### config.mk
export PLATFORM = sky130hd
export DESIGN_NAME = sorted_ring_priority_queue
export DESIGN_NICKNAME = d
export VERILOG_FILES = /design/src/rtl/core/srpq_pkg.sv /design/src/rtl/core/srpq_ram.sv /design/src/rtl/core/sorted_ring_priority_queue.sv
export SDC_FILE = /design/constraint.sdc
export NUM_CORES = 1
export LEC_CHECK = 0
export BUFFER_PORTS_ARGS = -buffer_cell sky130_fd_sc_hd__buf_2
export CAP_MARGIN = 40
export CORE_ASPECT_RATIO = 0.6
export CORE_MARGIN = 4
export CORE_UTILIZATION = 55
export CTS_BUF_LIST = sky130_fd_sc_hd__clkbuf_8
export DETAILED_ROUTE_END_ITERATION = 7
export MAX_ROUTING_LAYER = met4
export PLACE_DENSITY = 0.72
export SETUP_SLACK_MARGIN = 0.5
export SKIP_CTS_REPAIR_TIMING = 1
export SYNTH_ARGS = -nofsm -noshare
export SYNTH_HDL_FRONTEND = slang
export SYNTH_HIERARCHICAL = 1
export SYNTH_SLANG_ARGS = --single-unit
export TNS_END_PERCENT = 5
### constraint.sdc
create_clock -name clock -period 19.4 [get_ports clock]
set_input_delay 3.88 -clock clock [delete_from_list [all_inputs] [get_ports clock]]
set_output_delay 3.88 -clock clock [all_outputs]
set_load 0.01 [all_outputs]
### src/rtl/core/srpq_pkg.sv
// Package for the sorted ring priority queue.
// Holds the entry layout, operation codes and status codes; depends on nothing.
package srpq_pkg;

   localparam int DATA_W = 32;

   typedef logic [1:0] status_type;
   localparam status_type STATUS_OK    = 2'd0;
   localparam status_type STATUS_FULL  = 2'd1;
   localparam status_type STATUS_EMPTY = 2'd2;

   localparam logic OP_INSERT = 1'b0;
   localparam logic OP_DELETE = 1'b1;

   // One stored entry: priority in the upper half, data in the lower half.
   typedef struct packed {
      logic signed [DATA_W-1:0] prio;
      logic signed [DATA_W-1:0] data;
   } entry_type;

endpackage

### src/rtl/core/srpq_ram.sv
// Generic simple dual-port RAM with one write port and one registered read port.
// Stand-alone; depends on no package.
module srpq_ram #(
   parameter int WIDTH = 64,
   parameter int DEPTH = 16
) (
   input  logic                     clock,
   input  logic                     wr_en,
   input  logic [$clog2(DEPTH)-1:0] wr_addr,
   input  logic [WIDTH-1:0]         wr_data,
   input  logic                     rd_en,
   input  logic [$clog2(DEPTH)-1:0] rd_addr,
   output logic [WIDTH-1:0]         rd_data
);

   logic [WIDTH-1:0] mem_ff [DEPTH];
   logic [WIDTH-1:0] rd_data_ff;

   always_ff @(posedge clock) begin
      if (wr_en) begin
         mem_ff[wr_addr] <= wr_data;
      end
      if (rd_en) begin
         rd_data_ff <= mem_ff[rd_addr];
      end
   end

   assign rd_data = rd_data_ff;

endmodule

### src/rtl/core/sorted_ring_priority_queue.sv
// A full insert, a delete on an empty queue and an insert into an empty queue strobe their
// result in the cycle after start. Any other delete first reads the head slot, then ST_DEL;
// any other insert walks ST_CMP, then ST_LAST if it outranks all. Start is ignored while busy.
// A new transaction may start in the cycle its predecessor's result is strobed.
// Reset (synchronous, active high) empties the queue; slot contents are never cleared.
module sorted_ring_priority_queue #(
   parameter int DEPTH = 16
) (
   input  logic                                 clock,
   input  logic                                 reset,
   input  logic                                 start,
   output logic                                 busy,
   input  logic                                 req_operation,
   input  logic signed [srpq_pkg::DATA_W-1:0]   req_item_data,
   input  logic signed [srpq_pkg::DATA_W-1:0]   req_item_priority,
   output logic                                 rsp_valid,
   output srpq_pkg::status_type                 rsp_status,
   output logic signed [srpq_pkg::DATA_W-1:0]   rsp_removed_data,
   output logic signed [srpq_pkg::DATA_W-1:0]   rsp_removed_priority,
   output logic [$clog2(DEPTH+1)-1:0]           rsp_occupancy
);

   import srpq_pkg::*;

   localparam int IW = $clog2(DEPTH);
   localparam int CW = $clog2(DEPTH+1);

   // The queue is kept sorted from the head (highest priority) toward the tail.
   // An insert walks backward from the tail, one RAM read per cycle, moving each
   // strictly lower-priority entry one slot toward the tail until the new entry's
   // place is found. The new entry is held in registers during the walk.
   typedef enum logic [1:0] {
      ST_IDLE,
      ST_DEL,
      ST_CMP,
      ST_LAST
   } state_type;

   state_type             state_ff, state_in;
   logic [IW-1:0]         head_ff, head_in;
   logic [CW-1:0]         count_ff, count_in;
   logic [IW-1:0]         pos_ff, pos_in;
   logic [IW-1:0]         ahead_ff, ahead_in;
   entry_type             new_ff, new_in;

   logic                  rsp_valid_ff, rsp_valid_in;
   status_type            rsp_status_ff, rsp_status_in;
   logic signed [DATA_W-1:0] rsp_data_ff, rsp_data_in;
   logic signed [DATA_W-1:0] rsp_prio_ff, rsp_prio_in;
   logic [CW-1:0]         rsp_occ_ff, rsp_occ_in;

   // Slot RAM access.
   logic                  mem_we;
   logic [IW-1:0]         mem_waddr;
   entry_type             mem_wdata;
   logic                  mem_re;
   logic [IW-1:0]         mem_raddr;
   logic [$bits(entry_type)-1:0] mem_rdata;
   entry_type             rd_entry;

   logic [CW:0]           tail_sum;
   logic [IW-1:0]         tail_idx;

   function automatic logic [IW-1:0] ring_next(input logic [IW-1:0] idx);
      if (idx == IW'(DEPTH-1)) begin
         return '0;
      end
      return idx + IW'(1);
   endfunction

   function automatic logic [IW-1:0] ring_prev(input logic [IW-1:0] idx);
      if (idx == '0) begin
         return IW'(DEPTH-1);
      end
      return idx - IW'(1);
   endfunction

   srpq_ram #(
      .WIDTH ($bits(entry_type)),
      .DEPTH (DEPTH)
   ) u_slots (
      .clock   (clock),
      .wr_en   (mem_we),
      .wr_addr (mem_waddr),
      .wr_data (mem_wdata),
      .rd_en   (mem_re),
      .rd_addr (mem_raddr),
      .rd_data (mem_rdata)
   );

   assign rd_entry = entry_type'(mem_rdata);

   // Slot just past the tail; head and count are both below DEPTH when this is
   // used, so one conditional subtract brings the sum back into the ring.
   always_comb begin
      tail_sum = (CW+1)'(head_ff) + (CW+1)'(count_ff);
      if (tail_sum >= (CW+1)'(DEPTH)) begin
         tail_sum = tail_sum - (CW+1)'(DEPTH);
      end
      tail_idx = tail_sum[IW-1:0];
   end

   always_comb begin
      state_in      = state_ff;
      head_in       = head_ff;
      count_in      = count_ff;
      pos_in        = pos_ff;
      ahead_in      = ahead_ff;
      new_in        = new_ff;
      rsp_valid_in  = 1'b0;
      rsp_status_in = rsp_status_ff;
      rsp_data_in   = rsp_data_ff;
      rsp_prio_in   = rsp_prio_ff;
      rsp_occ_in    = rsp_occ_ff;
      mem_we        = 1'b0;
      mem_waddr     = pos_ff;
      mem_wdata     = new_ff;
      mem_re        = 1'b0;
      mem_raddr     = head_ff;

      case (state_ff)
         ST_IDLE: begin
            if (start) begin
               new_in.data = req_item_data;
               new_in.prio = req_item_priority;
               if (req_operation == OP_INSERT) begin
                  if (count_ff == CW'(DEPTH)) begin
                     // Full queue: report and leave everything as it is.
                     rsp_valid_in  = 1'b1;
                     rsp_status_in = STATUS_FULL;
                     rsp_data_in   = '0;
                     rsp_prio_in   = '0;
                     rsp_occ_in    = count_ff;
                  end else if (count_ff == '0) begin
                     // Nothing to pass: the entry lands directly in its slot.
                     mem_we           = 1'b1;
                     mem_waddr        = tail_idx;
                     mem_wdata.data   = req_item_data;
                     mem_wdata.prio   = req_item_priority;
                     count_in         = count_ff + CW'(1);
                     rsp_valid_in     = 1'b1;
                     rsp_status_in    = STATUS_OK;
                     rsp_data_in      = '0;
                     rsp_prio_in      = '0;
                     rsp_occ_in       = count_ff + CW'(1);
                  end else begin
                     pos_in    = tail_idx;
                     ahead_in  = count_ff[IW-1:0];
                     mem_re    = 1'b1;
                     mem_raddr = ring_prev(tail_idx);
                     state_in  = ST_CMP;
                  end
               end else begin
                  if (count_ff == '0) begin
                     rsp_valid_in  = 1'b1;
                     rsp_status_in = STATUS_EMPTY;
                     rsp_data_in   = '0;
                     rsp_prio_in   = '0;
                     rsp_occ_in    = count_ff;
                  end else begin
                     mem_re    = 1'b1;
                     mem_raddr = head_ff;
                     state_in  = ST_DEL;
                  end
               end
            end
         end

         ST_DEL: begin
            // The head entry arrives from the RAM this cycle.
            head_in       = ring_next(head_ff);
            count_in      = count_ff - CW'(1);
            rsp_valid_in  = 1'b1;
            rsp_status_in = STATUS_OK;
            rsp_data_in   = rd_entry.data;
            rsp_prio_in   = rd_entry.prio;
            rsp_occ_in    = count_ff - CW'(1);
            state_in      = ST_IDLE;
         end

         ST_CMP: begin
            if (new_ff.prio > rd_entry.prio) begin
               // Move the lower-priority entry one slot toward the tail. The
               // next read never aims at the slot being written.
               mem_we    = 1'b1;
               mem_waddr = pos_ff;
               mem_wdata = rd_entry;
               pos_in    = ring_prev(pos_ff);
               if (ahead_ff == IW'(1)) begin
                  state_in = ST_LAST;
               end else begin
                  ahead_in  = ahead_ff - IW'(1);
                  mem_re    = 1'b1;
                  mem_raddr = ring_prev(ring_prev(pos_ff));
               end
            end else begin
               mem_we        = 1'b1;
               mem_waddr     = pos_ff;
               mem_wdata     = new_ff;
               count_in      = count_ff + CW'(1);
               rsp_valid_in  = 1'b1;
               rsp_status_in = STATUS_OK;
               rsp_data_in   = '0;
               rsp_prio_in   = '0;
               rsp_occ_in    = count_ff + CW'(1);
               state_in      = ST_IDLE;
            end
         end

         ST_LAST: begin
            // The new entry outranks everything and becomes the head.
            mem_we        = 1'b1;
            mem_waddr     = pos_ff;
            mem_wdata     = new_ff;
            count_in      = count_ff + CW'(1);
            rsp_valid_in  = 1'b1;
            rsp_status_in = STATUS_OK;
            rsp_data_in   = '0;
            rsp_prio_in   = '0;
            rsp_occ_in    = count_ff + CW'(1);
            state_in      = ST_IDLE;
         end

         default: begin
            state_in = ST_IDLE;
         end
      endcase
   end

   always_ff @(posedge clock) begin
      if (reset) begin
         state_ff     <= ST_IDLE;
         head_ff      <= '0;
         count_ff     <= '0;
         rsp_valid_ff <= 1'b0;
      end else begin
         state_ff     <= state_in;
         head_ff      <= head_in;
         count_ff     <= count_in;
         rsp_valid_ff <= rsp_valid_in;
      end
      pos_ff        <= pos_in;
      ahead_ff      <= ahead_in;
      new_ff        <= new_in;
      rsp_status_ff <= rsp_status_in;
      rsp_data_ff   <= rsp_data_in;
      rsp_prio_ff   <= rsp_prio_in;
      rsp_occ_ff    <= rsp_occ_in;
   end

   assign busy                 = (state_ff != ST_IDLE);
   assign rsp_valid            = rsp_valid_ff;
   assign rsp_status           = rsp_status_ff;
   assign rsp_removed_data     = rsp_data_ff;
   assign rsp_removed_priority = rsp_prio_ff;
   assign rsp_occupancy        = rsp_occ_ff;

endmodule

Word level (Yosys, flattened, before mapping)
Memory sizes are Yosys's and may differ from the RTL's. A register that Yosys moved wholly into a read port is not among the register bits.
Index checks and enable logic that the tools add are counted.
- bits in registers: 155
- bits in latches: 0
- memory bits (writable): 1024
- bits in read-only memories: 0
- input bits: 68
- output and inout port bits: 73
- word-level logic and storage cells: 176
- memories: 1
- $add $sub $neg: 9
- $mul: 0
- div/mod/pow operators: 0
- magnitude comparators: 2
- equality and inequality tests: 18
- shift operators: 0
- multiplexer cells: 118
- bitwise operators: 0
- reduce and logical (&&, ||, !) cells: 16
- memory list (memory ; words ; width ; rd ports ; clocked after memory_dff ; wr ports ; RTL line ; source):
    u_slots.mem_ff ; 16 ; 64 ; 1 ; 1 ; 1 ; srpq_ram.sv:16 ; logic [WIDTH-1:0] mem_ff [DEPTH];
- operators by type and width (operator ; number):
    two-way mux 64 bit ; 5
    two-way mux 32 bit ; 9
    one-hot mux 32 bit (4 select lines) ; 2
    two-way mux 4 bit ; 35
    one-hot mux 64 bit (2 select lines) ; 1
    two-way mux 5 bit ; 9
    one-hot mux 5 bit (4 select lines) ; 2
    two-way mux 1 bit ; 34
    greater-than comparator 32 bit ; 1
    two-way mux 2 bit ; 13
    one-hot mux 4 bit (2 select lines) ; 3
    subtractor 4 x 1 -> 4 bit (second input constant) ; 5
    != test 2 bit (second input constant) ; 8
    zero test 4 bit ; 3
    != test 3 bit (second input constant) ; 4
    one-hot mux 2 bit (3 select lines) ; 2
    AND reduction 4 bit ; 2
    AND reduction 7 bit ; 1
    adder 4 x 5 -> 6 bit ; 1
    greater-or-equal comparator 6 x 5 -> 1 bit (second input constant) ; 1
    AND reduction 6 bit ; 1
    adder 5 x 1 -> 5 bit (second input constant) ; 1
    == test 5 bit (second input constant) ; 1
    zero test 5 bit ; 1
    other kinds (13) ; 18

Depth between registers and ports, before layout
- depth in word-level cells: 18
- mapped depth: 17
- mapped depth without buffers: 13

Cells and area by module
Netlist, hierarchy kept.
- by module, submodules not included (module ; instances ; cells each ; area an instance (um^2) ; sequential area each (um^2)):
    srpq_ram ; 1 ; 1647 ; 40222.3 ; 32671.3
    sorted_ring_priority_queue ; 1 ; 812 ; 8725.9 ; 4534.3

Least setup slack after synthesis
No wires, ideal clock.
- kind: input -> register
- start: input req_operation
- end: memory u_slots.mem_ff[0][0], enable pin
- setup time: 0.565 ns
- arrival: 9.899 ns
- required time: 18.835 ns
- setup slack: 8.937 ns
- stages on the path: 6
- buffers on the path: 1
- cell sequence: nand2b_1 -> nor4_2 -> clkbuf_1 -> or2_2 -> or3b_2 -> nor3_1
- longest elaborated chain between the ends: 5
- elaborated cells between the ends (all ways): 8
- classes of those cells: 8 x mux
- RTL lines (element ; RTL line ; source):
    start, declared ; sorted_ring_priority_queue.sv:13 ; input logic req_operation,
    two-way mux 1 bit ; sorted_ring_priority_queue.sv:126 ; if (req_operation == OP_INSERT) begin
    two-way mux 1 bit ; sorted_ring_priority_queue.sv:123 ; if (start) begin
    one-hot mux 1 bit (2 select lines) ; sorted_ring_priority_queue.sv:121 ; case (state_ff)
    net mem_we ; sorted_ring_priority_queue.sv:53 ; logic mem_we;
    two-way mux 1 bit ; srpq_ram.sv:20 ; if (wr_en) begin
    two-way mux 1 bit (not written as such) ; srpq_ram.sv:21 ; mem_ff[wr_addr] <= wr_data;
    end, declared ; srpq_ram.sv:16 ;
The timed path passes the listed nets, and every way through them passes these cells.

Worst setup path in the final report
- start: input req_operation
- end: register u_slots.rd_data_ff[43] (netlist: u_slots/rd_data[43]), read port of u_slots.mem_ff (data pin)
- longest elaborated chain between the ends: 3
- elaborated cells between the ends (all ways): 6
- classes of those cells: 6 x mux
- RTL lines (element ; RTL line ; source):
    two-way mux 4 bit ; sorted_ring_priority_queue.sv:126 ;
    two-way mux 4 bit ; sorted_ring_priority_queue.sv:123 ;
    one-hot mux 4 bit (2 select lines) ; sorted_ring_priority_queue.sv:121 ;
    net mem_raddr[0] ; sorted_ring_priority_queue.sv:57 ; logic [IW-1:0] mem_raddr;
    end, declared ; srpq_ram.sv:17 ; logic [WIDTH-1:0] rd_data_ff;
The timed path passes the listed nets, and every way through them passes these cells.
A chain may end at the register's enable or synchronous reset.

==> flow_summary.toml <==
[layout]
regArea_mm2 = 0.0372
drive_gt1_share_pct = 26.0
fin_nets = 2847
final_area_mm2 = 0.0549
area_delta_synth_final_pct = 12.2
fillCellCount = 5986
multi_input_area_mm2 = 0.0111

[logic_synthesis]
synthMuxAreaShare_pct = 11.8
synth.distinct_cells = 62
synth_xor_area_share_pct = 0.251
syn_inst = 2459
synth_seq_cells = 1243
synth.avg_cell_area_um2 = 19.9
synth-compound-area-share_pct = 6.33
synth_top_family_by_area = "multiplexers"
synth_flop_cell = "edfxtp_1"
synth_fa_ha_area_share_pct = 1.22
yosysSeqAreaShare_pct = 76.0
async_flop_share_pct = 0
synth-simple-area-share_pct = 2.55
ys.warnings.count = 6
syn_area_mm2 = 0.0489
syn_nets = 2574
synth_edf_count = 1231

[power_and_ir_drop]
combPwrFrac_pct = 20.7
sequentialPowerShare_pct = 51.4
p_int_mw = 4.78
swShare_pct = 28.7
powerDensity_mw_per_mm2 = 122
clock_power_share_pct = 28.0
leakage_nw = 17.9
switchingPower_mw = 1.92
vdd_drop_max_mv = 0.0723

[clock_tree]
clock_path_buffers = 3
numCtsBuffers = 172
cts-root-buf = "clkbuf_8"
insertion_delay_ns = 0.85
clk_pin_slew_ns = 0.07
cts.sinks = 1243
cts_tree = "done"
h-tree-depth = 4

[sta]
hold_viol_final = 0
finalSetupTns_ns = 0
worstMarginPinSlew_ns = 1.16
period_share_pct = 40.0
fin_hold_ws_ns = 0.561
max_freq_ghz = 0.129
period_needed_ns = 7.77
rsz0062_at_grt = "no"
setup_viol = 0
slew-limit-headroom_pct = 22.5
fin_skew_ns = 0.0413
drv_slew = 0

[setup_path]
end_kind = "flip-flop"
crit_buf_inv = 5
critPathTopFamily = "buffers and inverters"
slowest_delay_ns = 0.71
start_kind = "primary input"
critPathRequiredTime_ns = 19.98
arrival_ns = 8.34
cp_slowest_cell = "buf_12"
crit_path_cell_trace = "buf_2 -> nand2b_1 -> nand2b_1 -> nor3_1 -> a21oi_1 -> o22ai_1 -> a211o_4 -> buf_12 -> buf_4 -> buf_16 -> buf_12 -> mux4_2 -> a22oi_1 -> nand2_1"
path_max_fanout = 118
critical_path_class = "primary input to flip-flop"

[grt]
grt_max_degree = 179
track_usage_pct = 27.6
first_global_vias = 26677
grt_pass1_wl_um = 180000
antenna_found_initial = 6
gr-total-overflow = 0

[run_status]
status = "finished, final reports clean"

[floorplan]
rows = 84
die_w_um = 393
dieHeight_um = 239
initial_core_util_pct = 55.7
io_pins = 141
core_area_mm2 = 0.0879
die-area_mm2 = 0.0940

[detailed_routing]
dr.pass1.iters = 5
wl_um = 123000
drc = 0
drtIter0Drc = 3663
postRouteAntennaNets = 0
vias = 26447
post_drt_wl_per_cell_um = 30.7
vias_per_cell = 6.57

[placement]
place_area_mm2 = 0.0518
dp_hpwl_um = 68700
portBuffers = 140
routabilityCongestion = 0.826

[min_path]
hold_class = "flip-flop to flip-flop"

[job]
maxCapViolCount = 0
worst register-to-register path: stages (launching register included):
cell,delay (ns)
edfxtp_1,0.46
inv_1,0.16
ha_1,0.26
nand4_1,0.25
inv_1,0.07
a221oi_1,0.91
o31ai_2,0.32
or3_1,0.52
nand2_1,0.16
and3_1,0.19
a211o_4,0.42
buf_12,0.30
buf_4,0.43
buf_16,0.31
buf_12,0.73
mux4_2,0.76
a22oi_1,0.28
nand2_1,0.08
logic make-up after synthesis:
logic type,after synthesis
flip-flops,1243
AO/OA/AOI/OAI,435
adder cells (fa/ha/maj),47
XOR/XNOR,14
multiplexers,258
buffers and inverters,187
AND/OR/NAND/NOR,275
path summary, 6_finish.rpt:
path / depth (start not counted) / slack, ns / from / to
setup / recovery: 14 / 11.63 / req_operation / u_slots/rd_data[43]$_DFFE_PP_
hold / removal: 2 / 0.56 / rsp_removed_priority[28]$_DFFE_PP_ / rsp_removed_priority[28]$_DFFE_PP_
setup reg to reg: 17 / 12.53 / u_slots/rd_data[43]$_DFFE_PP_ / u_slots/rd_data[43]$_DFFE_PP_
hold reg to reg: 2 / 0.56 / rsp_removed_priority[28]$_DFFE_PP_ / rsp_removed_priority[28]$_DFFE_PP_
sequential cells by signal, indices dropped and copies added, names as in the netlist:
register and cells:
rsp_valid 1, new_ff 64, u_slots/mem_ff 1024, rsp_status 2
rsp_removed_priority 32, rsp_removed_data 32, pos_ff 4, state_ff 2
u_slots/rd_data 64, count_ff 5, head_ff 4, ahead_ff 4
rsp_occupancy 5
cells in the final DEF, fill, tap and decap left out, types with 5 or more instances in the layout:
cell / instances
edfxtp_1: 1231
mux4_2: 256
clkbuf_8: 179
buf_2: 142
nand2_1: 135
a22oi_1: 131
inv_1: 95
buf_4: 71
a21oi_1: 66
a22o_1: 54
clkinv_1: 50
o21ai_0: 46
ha_1: 46
o22ai_1: 42
nor2_1: 33
nor3_1: 31
a21o_1: 23
a221o_1: 22
o22a_1: 21
nor2_4: 17
buf_16: 16
clkinv_2: 12
nand2b_1: 11
dfxtp_1: 11
buf_12: 9
xor2_1: 7
xnor2_1: 7
nand4_1: 6
nand3_1: 6
nor3_2: 6
o211ai_1: 5
clkinvlp_4: 5
bufinv_16: 5
per-stage QoR:
step	power, mW	utilization, %	std cells	setup WS, ns
after floorplan	4.37	-	2459	8.94
after global placement	4.77	58.1	3673	10.55
after detailed placement	4.87	58.9	3714	10.72
after CTS	6.73	62.4	4017	11.66
after global routing	6.98	62.5	4025	11.20
final	6.70	62.5	4025	11.63
area by class of cell:
type                            count  share of cell area [%]
Clock inverter                    124                    1.17
Inverter                           46                   0.314
Multi-Input combinational cell   1029                    20.2
Antenna cell                        3                  0.0137
Tap cell                         1161                    2.65
Clock buffer                      179                    4.49
Sequential cell                  1243                    67.8
Timing Repair Buffer              240                    3.44
per-layer routing:
layer	vias up	track usage [%]	wire length, um
li1	10800	-	-
met1	13642	39.1	47800
met2	1779	39.4	56900
met3	226	7.33	15300
met4	0	9.80	3470
met5	-	-	0
power groups by stage:
| stage | clock (mW) | combinational, mW | sequential, mW |
|---|---|---|---|
| after floorplan | 0 | 0.884 | 3.48 |
| after global placement | 0 | 1.28 | 3.49 |
| after detailed placement | 0 | 1.38 | 3.50 |
| after CTS | 1.91 | 1.38 | 3.44 |
| after global routing | 2.05 | 1.48 | 3.45 |
| final | 1.87 | 1.39 | 3.44 |
synth_stat cells (all sizes together) (21+ instances only):
| cell | count | area share, % |
|---|---|---|
| a21o | 24 | 0.37 |
| o22a | 21 | 0.38 |
| ha | 46 | 1.2 |
| buf | 67 | 0.90 |
| o22ai | 42 | 0.54 |
| a22o | 54 | 0.97 |
| edfxtp | 1231 | 76 |
| o21ai | 49 | 0.50 |
| nand2 | 135 | 1.0 |
| nor3 | 39 | 0.43 |
| nor2 | 50 | 0.40 |
| a21oi | 68 | 0.70 |
| a22oi | 131 | 2.0 |
| clkbuf | 74 | 0.57 |
| a221o | 22 | 0.45 |
| mux4 | 256 | 12 |
| inv | 45 | 0.35 |
Power figures use the tool's default switching activity.
